<file path="src/rtl/bfpa_pkg.sv">
`default_nettype none

package bfpa_pkg;

  // Default number of partition entries in the table.
  localparam int unsigned Partitions = 8;

  // Field widths of the request and result items.
  localparam int unsigned OwnerW = 6;
  localparam int unsigned SizeW  = 16;
  localparam int unsigned AddrW  = 16;
  localparam int unsigned PartW  = 3;
  localparam int unsigned TypeW  = 2;
  localparam int unsigned StatW  = 3;

  // Request types.
  localparam logic [TypeW-1:0] ReqAlloc   = 2'd0;
  localparam logic [TypeW-1:0] ReqRelease = 2'd1;
  localparam logic [TypeW-1:0] ReqDefine  = 2'd2;

  // Result status codes.
  localparam logic [StatW-1:0] StAllocated = 3'd0;
  localparam logic [StatW-1:0] StTooBig    = 3'd1;
  localparam logic [StatW-1:0] StMemFull   = 3'd2;
  localparam logic [StatW-1:0] StReleased  = 3'd3;
  localparam logic [StatW-1:0] StNothing   = 3'd4;
  localparam logic [StatW-1:0] StDefined   = 3'd5;

  // Scan probe that walks the cell chain, one cell per cycle.
  typedef struct packed {
    logic              is_rel;     // release scan when set, allocate scan otherwise
    logic [OwnerW-1:0] owner;
    logic [SizeW-1:0]  req_size;
    logic [SizeW-1:0]  max_size;   // largest size seen so far, free or busy
    logic              found;
    logic [SizeW-1:0]  best_size;
    logic [AddrW-1:0]  best_base;
  } probe_t;

  // Table update command broadcast to all cells.
  typedef struct packed {
    logic              wr_def;     // load base and size, mark free
    logic              set_busy;   // allocation commit
    logic              clr_busy;   // release commit
    logic [OwnerW-1:0] owner;
    logic [AddrW-1:0]  base;
    logic [SizeW-1:0]  size;
  } cmd_t;

endpackage

`default_nettype wire

</file>
<file path="src/rtl/bfpa_cell.sv">
`default_nettype none

module bfpa_cell #(
  parameter int unsigned Partitions = bfpa_pkg::Partitions,
  parameter int unsigned CellIdx    = 0
) (
  input  wire                              clk_i,
  input  wire                              rst_ni,
  input  wire                              probe_valid_i,
  input  bfpa_pkg::probe_t                 probe_i,
  input  wire [((Partitions > 1) ? $clog2(Partitions) : 1)-1:0] probe_idx_i,
  output logic                             probe_valid_o,
  output bfpa_pkg::probe_t                 probe_o,
  output logic [((Partitions > 1) ? $clog2(Partitions) : 1)-1:0] probe_idx_o,
  input  bfpa_pkg::cmd_t                   cmd_i,
  input  wire [((Partitions > 1) ? $clog2(Partitions) : 1)-1:0] cmd_idx_i
);

  localparam int unsigned IdxW = (Partitions > 1) ? $clog2(Partitions) : 1;
  localparam logic [IdxW-1:0] MyIdx = IdxW'(CellIdx);

  // Entry held by this cell.
  logic [bfpa_pkg::SizeW-1:0]  size_q;
  logic [bfpa_pkg::AddrW-1:0]  base_q;
  logic                        busy_q;
  logic [bfpa_pkg::OwnerW-1:0] owner_q;

  bfpa_pkg::probe_t  probe_d;
  logic [IdxW-1:0]   idx_d;
  logic              hit;

  // Fold this entry into the passing probe.
  always_comb begin
    probe_d = probe_i;
    idx_d   = probe_idx_i;
    if (!probe_i.is_rel) begin
      if (size_q > probe_i.max_size) begin
        probe_d.max_size = size_q;
      end
      if (!busy_q && (size_q >= probe_i.req_size) &&
          (!probe_i.found || (size_q < probe_i.best_size))) begin
        probe_d.found     = 1'b1;
        probe_d.best_size = size_q;
        probe_d.best_base = base_q;
        idx_d             = MyIdx;
      end
    end else if (!probe_i.found && busy_q && (owner_q == probe_i.owner)) begin
      probe_d.found     = 1'b1;
      probe_d.best_size = size_q;
      probe_d.best_base = base_q;
      idx_d             = MyIdx;
    end
  end

  // Probe stage toward the next cell.
  always_ff @(posedge clk_i or negedge rst_ni) begin
    if (!rst_ni) begin
      probe_valid_o <= 1'b0;
    end else begin
      probe_valid_o <= probe_valid_i;
    end
  end

  always_ff @(posedge clk_i) begin
    probe_o     <= probe_d;
    probe_idx_o <= idx_d;
  end

  assign hit = (cmd_idx_i == MyIdx);

  // Entry updates from define and commit commands.
  always_ff @(posedge clk_i or negedge rst_ni) begin
    if (!rst_ni) begin
      size_q <= '0;
      base_q <= '0;
      busy_q <= 1'b0;
    end else if (hit) begin
      if (cmd_i.wr_def) begin
        size_q <= cmd_i.size;
        base_q <= cmd_i.base;
        busy_q <= 1'b0;
      end else if (cmd_i.set_busy) begin
        busy_q <= 1'b1;
      end else if (cmd_i.clr_busy) begin
        busy_q <= 1'b0;
      end
    end
  end

  // The owner is only read while the entry is busy, so it needs no reset.
  always_ff @(posedge clk_i) begin
    if (hit && cmd_i.set_busy) begin
      owner_q <= cmd_i.owner;
    end
  end

endmodule

`default_nettype wire

</file>
<file path="src/rtl/best_fit_partition_allocator_core.sv">
`default_nettype none

// Channel   Dir  Payload
// s_axis    in   tuser: req_type; tdata: owner_id, request_size, part_index, def_base, def_size
// m_axis    out  tuser: status; tdata: chosen_partition, chosen_base, chosen_size
//
// Allocate and release requests send a probe down the chain of cells, one cell per cycle,
// and their result is registered from the chain's last cell; define and unknown requests
// show their result in the cycle after the request is taken. One request is in flight at
// a time and the next is taken in the cycle after the result has been delivered.
// Reset clears the table at once; a stalled result holds until m_axis_tready is seen.
module best_fit_partition_allocator_core #(
  parameter int unsigned Partitions = bfpa_pkg::Partitions
) (
  input  wire         clk_i,
  input  wire         rst_ni,
  input  wire         s_axis_tvalid_i,
  output logic        s_axis_tready_o,
  // [5:0] owner_id, [21:6] request_size, [24:22] part_index,
  // [40:25] def_base, [56:41] def_size, [63:57] zero
  input  wire  [63:0] s_axis_tdata_i,
  // [1:0] req_type
  input  wire  [1:0]  s_axis_tuser_i,
  output logic        m_axis_tvalid_o,
  input  wire         m_axis_tready_i,
  // [2:0] chosen_partition, [18:3] chosen_base, [34:19] chosen_size, [39:35] zero
  output logic [39:0] m_axis_tdata_o,
  // [2:0] status
  output logic [2:0]  m_axis_tuser_o
);

  localparam int unsigned IdxW = (Partitions > 1) ? $clog2(Partitions) : 1;

  localparam logic [1:0] StIdle = 2'd0;
  localparam logic [1:0] StScan = 2'd1;
  localparam logic [1:0] StOut  = 2'd2;

  // Request fields.
  logic [bfpa_pkg::TypeW-1:0]  req_type;
  logic [bfpa_pkg::OwnerW-1:0] owner_id;
  logic [bfpa_pkg::SizeW-1:0]  request_size;
  logic [bfpa_pkg::PartW-1:0]  part_index;
  logic [bfpa_pkg::AddrW-1:0]  def_base;
  logic [bfpa_pkg::SizeW-1:0]  def_size;

  assign req_type     = s_axis_tuser_i;
  assign owner_id     = s_axis_tdata_i[5:0];
  assign request_size = s_axis_tdata_i[21:6];
  assign part_index   = s_axis_tdata_i[24:22];
  assign def_base     = s_axis_tdata_i[40:25];
  assign def_size     = s_axis_tdata_i[56:41];

  logic [1:0] state_q, state_d;
  logic       accept;
  logic       def_in_range;

  // Result register.
  logic [bfpa_pkg::StatW-1:0] status_q, status_d;
  logic [bfpa_pkg::PartW-1:0] part_q, part_d;
  logic [bfpa_pkg::AddrW-1:0] base_q, base_d;
  logic [bfpa_pkg::SizeW-1:0] size_q, size_d;

  // Cell chain.
  logic             chain_valid [Partitions+1];
  bfpa_pkg::probe_t chain_probe [Partitions+1];
  logic [IdxW-1:0]  chain_idx   [Partitions+1];
  bfpa_pkg::probe_t head_probe;

  bfpa_pkg::cmd_t   cmd;
  logic [IdxW-1:0]  cmd_idx;

  logic             tail_valid;
  bfpa_pkg::probe_t tail;
  logic [IdxW-1:0]  tail_idx;

  assign s_axis_tready_o = (state_q == StIdle);
  assign accept          = s_axis_tvalid_i && s_axis_tready_o;
  assign def_in_range    = ({1'b0, part_index} < 4'(Partitions > 15 ? 15 : Partitions)) ||
                           (Partitions > 8);

  // Probe injected at the head of the chain.
  assign chain_valid[0] = accept &&
                          ((req_type == bfpa_pkg::ReqAlloc) || (req_type == bfpa_pkg::ReqRelease));
  always_comb begin
    head_probe          = '0;
    head_probe.is_rel   = (req_type == bfpa_pkg::ReqRelease);
    head_probe.owner    = owner_id;
    head_probe.req_size = request_size;
  end

  assign chain_probe[0] = head_probe;
  assign chain_idx[0]   = '0;

  for (genvar g = 0; g < Partitions; g++) begin : g_cell
    bfpa_cell #(
      .Partitions (Partitions),
      .CellIdx    (g)
    ) u_cell (
      .clk_i         (clk_i),
      .rst_ni        (rst_ni),
      .probe_valid_i (chain_valid[g]),
      .probe_i       (chain_probe[g]),
      .probe_idx_i   (chain_idx[g]),
      .probe_valid_o (chain_valid[g+1]),
      .probe_o       (chain_probe[g+1]),
      .probe_idx_o   (chain_idx[g+1]),
      .cmd_i         (cmd),
      .cmd_idx_i     (cmd_idx)
    );
  end

  assign tail_valid = chain_valid[Partitions];
  assign tail       = chain_probe[Partitions];
  assign tail_idx   = chain_idx[Partitions];

  // Table commands and next result.
  always_comb begin
    cmd      = '0;
    cmd_idx  = '0;
    status_d = status_q;
    part_d   = part_q;
    base_d   = base_q;
    size_d   = size_q;
    state_d  = state_q;
    case (state_q)
      StIdle: begin
        if (accept) begin
          status_d = bfpa_pkg::StNothing;
          part_d   = '0;
          base_d   = '0;
          size_d   = '0;
          if ((req_type == bfpa_pkg::ReqAlloc) || (req_type == bfpa_pkg::ReqRelease)) begin
            state_d = StScan;
          end else begin
            state_d = StOut;
            if (req_type == bfpa_pkg::ReqDefine) begin
              status_d = bfpa_pkg::StDefined;
              if (def_in_range) begin
                cmd.wr_def = 1'b1;
                cmd.base   = def_base;
                cmd.size   = def_size;
                cmd_idx    = IdxW'(part_index);
                part_d     = part_index;
                base_d     = def_base;
                size_d     = def_size;
              end
            end
          end
        end
      end
      StScan: begin
        if (tail_valid) begin
          state_d = StOut;
          cmd_idx = tail_idx;
          if (tail.is_rel) begin
            if (tail.found) begin
              cmd.clr_busy = 1'b1;
              status_d     = bfpa_pkg::StReleased;
              part_d       = bfpa_pkg::PartW'(tail_idx);
              base_d       = tail.best_base;
              size_d       = tail.best_size;
            end else begin
              status_d = bfpa_pkg::StNothing;
            end
          end else if (tail.req_size > tail.max_size) begin
            status_d = bfpa_pkg::StTooBig;
          end else if (tail.found) begin
            cmd.set_busy = 1'b1;
            cmd.owner    = tail.owner;
            status_d     = bfpa_pkg::StAllocated;
            part_d       = bfpa_pkg::PartW'(tail_idx);
            base_d       = tail.best_base;
            size_d       = tail.best_size;
          end else begin
            status_d = bfpa_pkg::StMemFull;
          end
        end
      end
      StOut: begin
        if (m_axis_tready_i) begin
          state_d = StIdle;
        end
      end
      default: begin
        state_d = StIdle;
      end
    endcase
  end

  // Control state.
  always_ff @(posedge clk_i or negedge rst_ni) begin
    if (!rst_ni) begin
      state_q <= StIdle;
    end else begin
      state_q <= state_d;
    end
  end

  // Result payload.
  always_ff @(posedge clk_i) begin
    status_q <= status_d;
    part_q   <= part_d;
    base_q   <= base_d;
    size_q   <= size_d;
  end

  assign m_axis_tvalid_o = (state_q == StOut);
  assign m_axis_tuser_o  = status_q;
  assign m_axis_tdata_o  = {5'b0, size_q, base_q, part_q};

endmodule

`default_nettype wire

</file>
<file path="config.mk">
export PLATFORM = sky130hd
export DESIGN_NAME = best_fit_partition_allocator_core
export DESIGN_NICKNAME = d
export VERILOG_FILES = /design/src/rtl/bfpa_pkg.sv /design/src/rtl/bfpa_cell.sv /design/src/rtl/best_fit_partition_allocator_core.sv
export SDC_FILE = /design/constraint.sdc
export NUM_CORES = 2
export LEC_CHECK = 0
export BUFFER_PORTS_ARGS = -buffer_cell sky130_fd_sc_hd__buf_2
export CAP_MARGIN = 40
export CORE_ASPECT_RATIO = 2
export CORE_UTILIZATION = 56
export DETAILED_ROUTE_END_ITERATION = 12
export GPL_ROUTABILITY_DRIVEN = 0
export PLACE_DENSITY = 0.76
export REMOVE_ABC_BUFFERS = 1
export SLEW_MARGIN = 0
export SYNTH_ARGS = -nofsm -noshare
export SYNTH_HDL_FRONTEND = slang
export SYNTH_SLANG_ARGS = --single-unit
</file>
<file path="constraint.sdc">
create_clock -name clk_i -period 3.4 [get_ports clk_i]
set_clock_uncertainty 0.1 [all_clocks]
set_input_delay 0.68 -clock clk_i [delete_from_list [all_inputs] [get_ports clk_i]]
set_output_delay 0.68 -clock clk_i [all_outputs]
set_load 0.05 [all_outputs]
</file>
# --- After elaboration in Yosys (flattened, before gate mapping) ---
# Index checks and enable logic that the tools add are counted.
classes:
  addsub: 0
  magnitude_cmp: 24
  muxes: 120
  bitwise: 1
  n_eq_ne: 23
  div: 0
  n_shift: 0
  n_mul: 0
  n_reduce_logical: 88
ops:
  columns: ["operator", "n"]
  rows:
  - ["33-bit 2-to-1 mux", 24]
  - ["16-bit 2-to-1 mux", 28]
  - ["16-bit greater-or-equal comparator", 8]
  - ["16-bit > comparator", 8]
  - ["32-bit 2-to-1 mux", 4]
  - ["16-bit < comparator", 7]
  - ["3-bit 2-to-1 mux", 32]
  - ["16-bit case mux with 2 select lines", 2]
  - ["6-bit == test", 8]
  - ["1-bit logical AND", 40]
  - ["2-bit AND reduction", 16]
  - ["6-bit 2-to-1 mux", 3]
  - ["3-bit case mux with 2 select lines", 3]
  - ["16-bit by 1-bit > comparator with 1-bit output, second input constant", 1]
  - ["8-bit 2-to-1 mux", 2]
  - ["1-bit logical NOT", 15]
  - ["1-bit 2-to-1 mux", 15]
  - ["3-bit == test, second input constant", 4]
  - ["2-bit 2-to-1 mux", 6]
  - ["1-bit logical OR", 8]
  - ["3-bit by 2-bit == test with 1-bit output, second input constant", 2]
  - ["2-bit by 1-bit inequality test with 1-bit output, second input constant", 3]
  - ["2-bit case mux with 3 select lines", 1]
  - ["3-bit AND reduction", 2]
  - ["other kinds (11)", 14]
word_totals:
  latch_bits: 0
  inputBits: 70
  word_cells: 364
  mem_count: 0
  out_inout_bits: 45
  romBits: 0
  register_bits: 957
  ramBits: 0

# --- Logic depth before layout (Yosys ltp) ---
logic_depth:
  ltp_word: 8
  ltp_mapped: 11
  ltp_nobuf: 9

# --- By module ---
# Synthesis repeated with hierarchy kept, for this count alone.
unflattened:
  hier_cells: 3391
  hier_area_um2: 41407.2
modules_own_cells:
  columns: ["mod", "instances", "cells_each", "area_each_um2", "seq_area_each_um2"]
  rows:
  - ["bfpa_cell at g_cell[1].u_cell ...", 3, 394, 4829.6, 2532.4]
  - ["bfpa_cell at g_cell[6].u_cell", 1, 390, 5018.6, 2532.4]
  - ["bfpa_cell at g_cell[7].u_cell", 1, 390, 4874.7, 2532.4]
  - ["bfpa_cell at g_cell[0].u_cell", 1, 395, 4828.4, 2532.4]
  - ["bfpa_cell at g_cell[5].u_cell", 1, 391, 4825.9, 2532.4]
  - ["bfpa_cell at g_cell[3].u_cell", 1, 392, 4824.6, 2532.4]
  - ["best_fit_partition_allocator_core", 1, 251, 2546.2, 1191.1]

# --- Worst setup path before layout ---
# OpenSTA, ideal clock, no wires.
synth_path:
  path_type: "register to register"
  from: "reg g_cell[7].u_cell.probe_o[48] in the netlist's numbering"
  to: "reg base_q[0] in the netlist's numbering, enable pin"
  t_arrival_ns: 3.030
  synth_period_minus_slack_ns: 3.558
  stages_incl_launch_ff: 11
  n_path_buf: 1
  path_slack_ns: -0.158
  t_required_ns: 2.873
  setup_time_ns: 0.427
  path_cell_list: "dfxtp_1 > inv_1 > ha_1 > and4_1 > and3_1 > nand4_1 > and2_1 > clkbuf_1 > nand2_1 > a21oi_1 > nor2_1"
synth_via:
  elab_chain_len: 3
synth_rtl:
  columns: ["item", "line_no", "rtl"]
  rows:
  - ["from (decl)", "bfpa_cell.sv:13", "output bfpa_pkg::probe_t probe_o,"]
  - ["from (signal assigned)", "bfpa_cell.sv:65", "probe_o <= probe_d;"]
  - ["16-bit > comparator", "best_fit_partition_allocator_core.sv:165", "end else if (tail.req_size > tail.max_size) begin"]
  - ["3-bit by 2-bit inequality test with 1-bit output (no line)", null, null]
  - ["4-bit AND reduction (no line)", null, null]
  - ["to (signal assigned)", "best_fit_partition_allocator_core.sv:203", "base_q <= base_d;"]
  - ["to (decl)", "best_fit_partition_allocator_core.sv:60", "logic [bfpa_pkg::AddrW-1:0] base_q, base_d;"]
# Every way passes these cells.
# A chain may end at the register's enable or synchronous reset.

# --- Worst setup path in the final report ---
layout_path:
  from: "reg g_cell[7].u_cell.probe_o[47] in the netlist's numbering"
  to: "reg g_cell[0].u_cell.owner_q[5] in the netlist's numbering, enable pin"
layout_via:
  elab_chain_len: 6
layout_rtl:
  columns: ["item", "line_no", "rtl"]
  rows:
  - ["16-bit > comparator", "best_fit_partition_allocator_core.sv:165", null]
  - ["1-bit 2-to-1 mux", "best_fit_partition_allocator_core.sv:165", null]
  - ["1-bit 2-to-1 mux", "best_fit_partition_allocator_core.sv:155", "if (tail.is_rel) begin"]
  - ["8-bit 2-to-1 mux", "best_fit_partition_allocator_core.sv:152", "if (tail_valid) begin"]
  - ["8-bit 2-to-1 mux", "best_fit_partition_allocator_core.sv:125", "case (state_q)"]
  - ["1-bit logical AND", "bfpa_cell.sv:92", "if (hit && cmd_i.set_busy) begin"]
  - ["to (signal assigned)", "bfpa_cell.sv:93", "owner_q <= cmd_i.owner;"]
  - ["to (decl)", "bfpa_cell.sv:26", "logic [bfpa_pkg::OwnerW-1:0] owner_q;"]
# Every way passes these cells.

==> run summary <==
The count of input and output buffers came out at 102. The critical path is of the flop to flop type. Walking the worst path, the cells encountered are inv_1, ha_1, a21o_1, a21oi_1, o21ai_0, a211o_1, and2_1, buf_4, or3_1, nor2_1, buf_4. In this run the biggest area consumer among cell types represents 29.8% of the synthesized area.

The final reports fail on DRC. The run finished, with violations left. Clock tree synthesis found a total of between 900 and 1000 sinks. The number of hold buffers added after CTS was 1. The number of global-route vias before repair is 26500. Static timing analysis puts the maximum clock frequency at 307 MHz.

The area of the multi-input gates is 16800 sq um. After clock tree synthesis, the repair step resized 0 gates. The kind of cell adding the most delay to the critical path is compound AO/OA/AOI/OAI gates. Setup repair after global routing left no endpoint under its margin.

The path class of the tightest hold or removal check is input pin to flop. The starting utilization of the core area is 56.5%. The portion of the clock cycle consumed by the worst path in the final layout came out at 95.7%. The endpoint required time on the critical path is about 3.7 ns. The headroom to the max-slew limit is 50.6%.

The aggregate routed wire length is about 98000 microns. The net total in the final layout is 3944. In the synthesized netlist the async set-or-reset flop fraction comes to between 20% and 30%. The critical path capture point type is a flop. Synthesis handed over a netlist of around 3300 instances. For this design the ratio of total power to cell area is between 800 and 900 nW/um^2.

The floorplan step set the die width to roughly 190 microns. The first-pass GRT wire length came out at ~150000 microns. The area inside the core boundary came out at approximately 71000 sq um. The estimated wirelength of the detail-placed design came out at 72600 microns. The most common cell in the synthesized netlist is dfxtp_1. The area of all sequential standard cells came out at 21300 sq um.

The number of DRC markers after the initial detailed-route iteration came out at approximately 1200. For this run, the leading register cell type out of synthesis is dfxtp_1. The count of buffering cells on the critical path with inverters included is 3. The initial antenna violation count was 2. The worst hold path begins at s_axis_tdata_i[13].

The filler cell count is 5300. The clock passes through at most 3 buffers. The post-CTS setup buffer count came out at 0. The DRC violation count after routing is 1. The die footprint is about 72000 sq um. The count of max-cap constraint violations is 0. Relative to the synthesized area, the layout overhead comes to 14.3%.

The number of antenna cells inserted is 0. The cell that appears most often on the critical path is buf_4. The final-report hold violation count came out at 0. The number of levels the H-tree was split into came out at 3. The count of synthesis-stage warnings from yosys came out at 0. The largest stage delay on the critical path is between 0.4 and 0.5 ns.

dfxtp_1 takes more of the synthesized area than any other cell. The die is 379 microns tall. OpenSTA, run right after detailed placement, puts the worst setup slack at 0.231 ns. The number of nets with antenna violations after routing is 0. The per-cell routed wire length came out at about 22 microns. The number of rows in the core area came out at between 100 and 150. The maximum number of pins on one net before global-route repair came out at 73. The share of synthesized area occupied by flip-flops and latches is a little over half. The maximum net fanout on the critical path came out at 6.

The static power due to leakage came out at between 20 and 25 nW. The number of buffers created by CTS is between 70 and 80. Sorting the synthesized cells by how often they occur yields 593 x dfxtp_1, 547 x mux2_2, 375 x inv_1. The total congestion overflow came out at 0. The clock latency on the worst-skew pair is roughly 0.66 ns. In this run the worst setup path begins at g_cell[7].u_cell.probe_o[47]$_DFF_P_. The worst register-to-register path begins at g_cell[7].u_cell.probe_o[47]$_DFF_P_. 115 I/O pins were placed.

The average instance area after synthesis came out at 12.2 sq um. The setup TNS is 0 ns. The post-synth design cell area is about 40000 sq um.

The aggregate global-route resource usage is 27.7%. For the worst setup path, the data arrival time is 3.51 ns. Setup violations remaining at the end of the flow were counted as 0. Synthesis instantiated between 60 and 70 different standard cells from the library. For this design, the slowest cell found on the critical path is or3_1. Clock tree synthesis selected as its root buffer the cell clkbuf_16. At the pin with the least slew margin, the transition time is just over 0.7 ns. The critical path launch point type is a flop. Before antenna repair, the detailed router went through 9 iterations. The clock-pin slew on the worst setup and hold paths came out at 0.06 ns. The worst path meets setup with 0.145 ns of slack. TritonCTS built the clock tree. By area the synthesized netlist is led by dfxtp_1 30%, dfrtp_1 17%, mux2_2 15%. The post-layout minimum cycle time came out at ~3.3 ns.

The count of final max-slew check failures came out at 0. Of the cells placed in the final design, the portion with a size suffix greater than 1 is between 20% and 30%. The number of flops mapped to enable cells by yosys is 86. The peak supply drop is 0.000577 V.

The mean number of vias per cell came out at roughly 5.6. The vias after detailed routing came out at between 20000 and 30000. The number of register bits inferred by synthesis came out at 953.
cells by family (layout without fill, tap and decap cells):
| group | count (synthesis) | count (layout) | share of synthesized area (%) |
|---|---|---|---|
| multiplexers | 554 | 554 | 15.6 |
| flip-flops | 953 | 953 | 53.5 |
| buffers and inverters | 467 | 776 | 4.69 |
| AND/OR/NAND/NOR | 439 | 439 | 6.09 |
| adder cells (fa/ha/maj) | 361 | 361 | 11.3 |
| XOR/XNOR | 48 | 48 | 1.05 |
| other | 1 | 5 | 0.00941 |
| AO/OA/AOI/OAI | 443 | 443 | 7.73 |
worst register-to-register path: stages, from the launching register on:
cell	delay, ns
dfxtp_1	0.31
inv_1	0.03
ha_1	0.32
a21o_1	0.17
a21oi_1	0.30
o21ai_0	0.15
a211o_1	0.39
and2_1	0.22
buf_4	0.14
or3_1	0.47
nor2_1	0.20
buf_4	0.18
power by group:
group	leakage (nW)	total (mW)	internal, mW	switching [mW]
Clock	1.35	9.59	5.38	4.22
Combinational	10.6	13.1	6.15	6.95
Sequential	9.41	16.2	14.4	1.75
Total	21.4	38.9	25.9	12.9
cell type report:
| class | instances | area share (%) |
|---|---|---|
| clock buffer | 116 | 5.02 |
| clock inverter | 31 | 1.05 |
| inverter | 375 | 3.09 |
| multi-input combinational | 1850 | 36.9 |
| sequential | 953 | 46.8 |
| tap | 910 | 2.50 |
| timing repair buffer | 254 | 4.64 |
cells in the final DEF, fill, tap and decap left out, drive strengths merged, types with 60 or more instances in the layout:
master / instances
o21ai: 76
mux2: 553
nor2: 74
a22o: 68
buf: 252
ha: 361
a21oi: 103
dfrtp: 274
nand2: 60
edfxtp: 86
dfxtp: 593
clkbuf: 117
inv: 382
worst paths after layout:
| path | end | slack, ns | cells after the start |
|---|---|---|---|
| worst max-delay path | g_cell[0].u_cell.owner_q[5]$_DFFE_PP_ | 0.14 | 11 |
| worst min-delay path | g_cell[0].u_cell.probe_o[56]$_DFF_P_ | 0.04 | 1 |
| worst max register to register | g_cell[0].u_cell.owner_q[5]$_DFFE_PP_ | 0.14 | 11 |
| worst min register to register | g_cell[4].u_cell.probe_valid_o$_DFF_PN0_ | 0.24 | 0 |
| max in group asynchronous | g_cell[3].u_cell.size_q[13]$_DFFE_PN0P_ | 1.78 | 3 |
| min in group asynchronous | g_cell[3].u_cell.base_q[5]$_DFFE_PN0P_ | 0.54 | 2 |
routing by layer:
| layer | vias to the layer above | wire (microns) | GRT usage (%) | share of wire (%) |
|---|---|---|---|---|
| met5 | - | 0 | 0 | 0 |
| met4 | 0 | 8600 | 22.2 | 8.8 |
| met3 | 321 | 3100 | 3.81 | 3.2 |
| met2 | 555 | 53400 | 52.8 | 55 |
| met1 | 12500 | 32700 | 25.9 | 33 |
| li1 | 12000 | - | - | - |
per-stage QoR:
stage                     total power [mW]  utilization (%)  hold WS [ns]  instances  instance area, sq um
final                                 38.9             64.5        0.0434       4489                 45600
after global routing                  40.9             64.5        0.0344       4489                 45600
after CTS                             39.0             64.5        0.0103       4488                 45600
after detailed placement              29.4             60.6         0.238       4340                 42800
after global placement                28.9             60.6         0.234       4340                 42800
after floorplan                       24.1                -         0.231       3178                 39400
flip-flops by register name, summed over array words and instances, names as in the netlist:
name and flops:
base_q 16, g_cell.u_cell.base_q 128, g_cell.u_cell.busy_q 8, g_cell.u_cell.owner_q 48, g_cell.u_cell.probe_idx_o 17, g_cell.u_cell.probe_o 576, g_cell.u_cell.probe_valid_o 8, g_cell.u_cell.size_q 128
m_axis_tuser_o 3, part_q 3, size_q 16, state_q 2
Note: power is estimated with default switching activity, not from simulation.
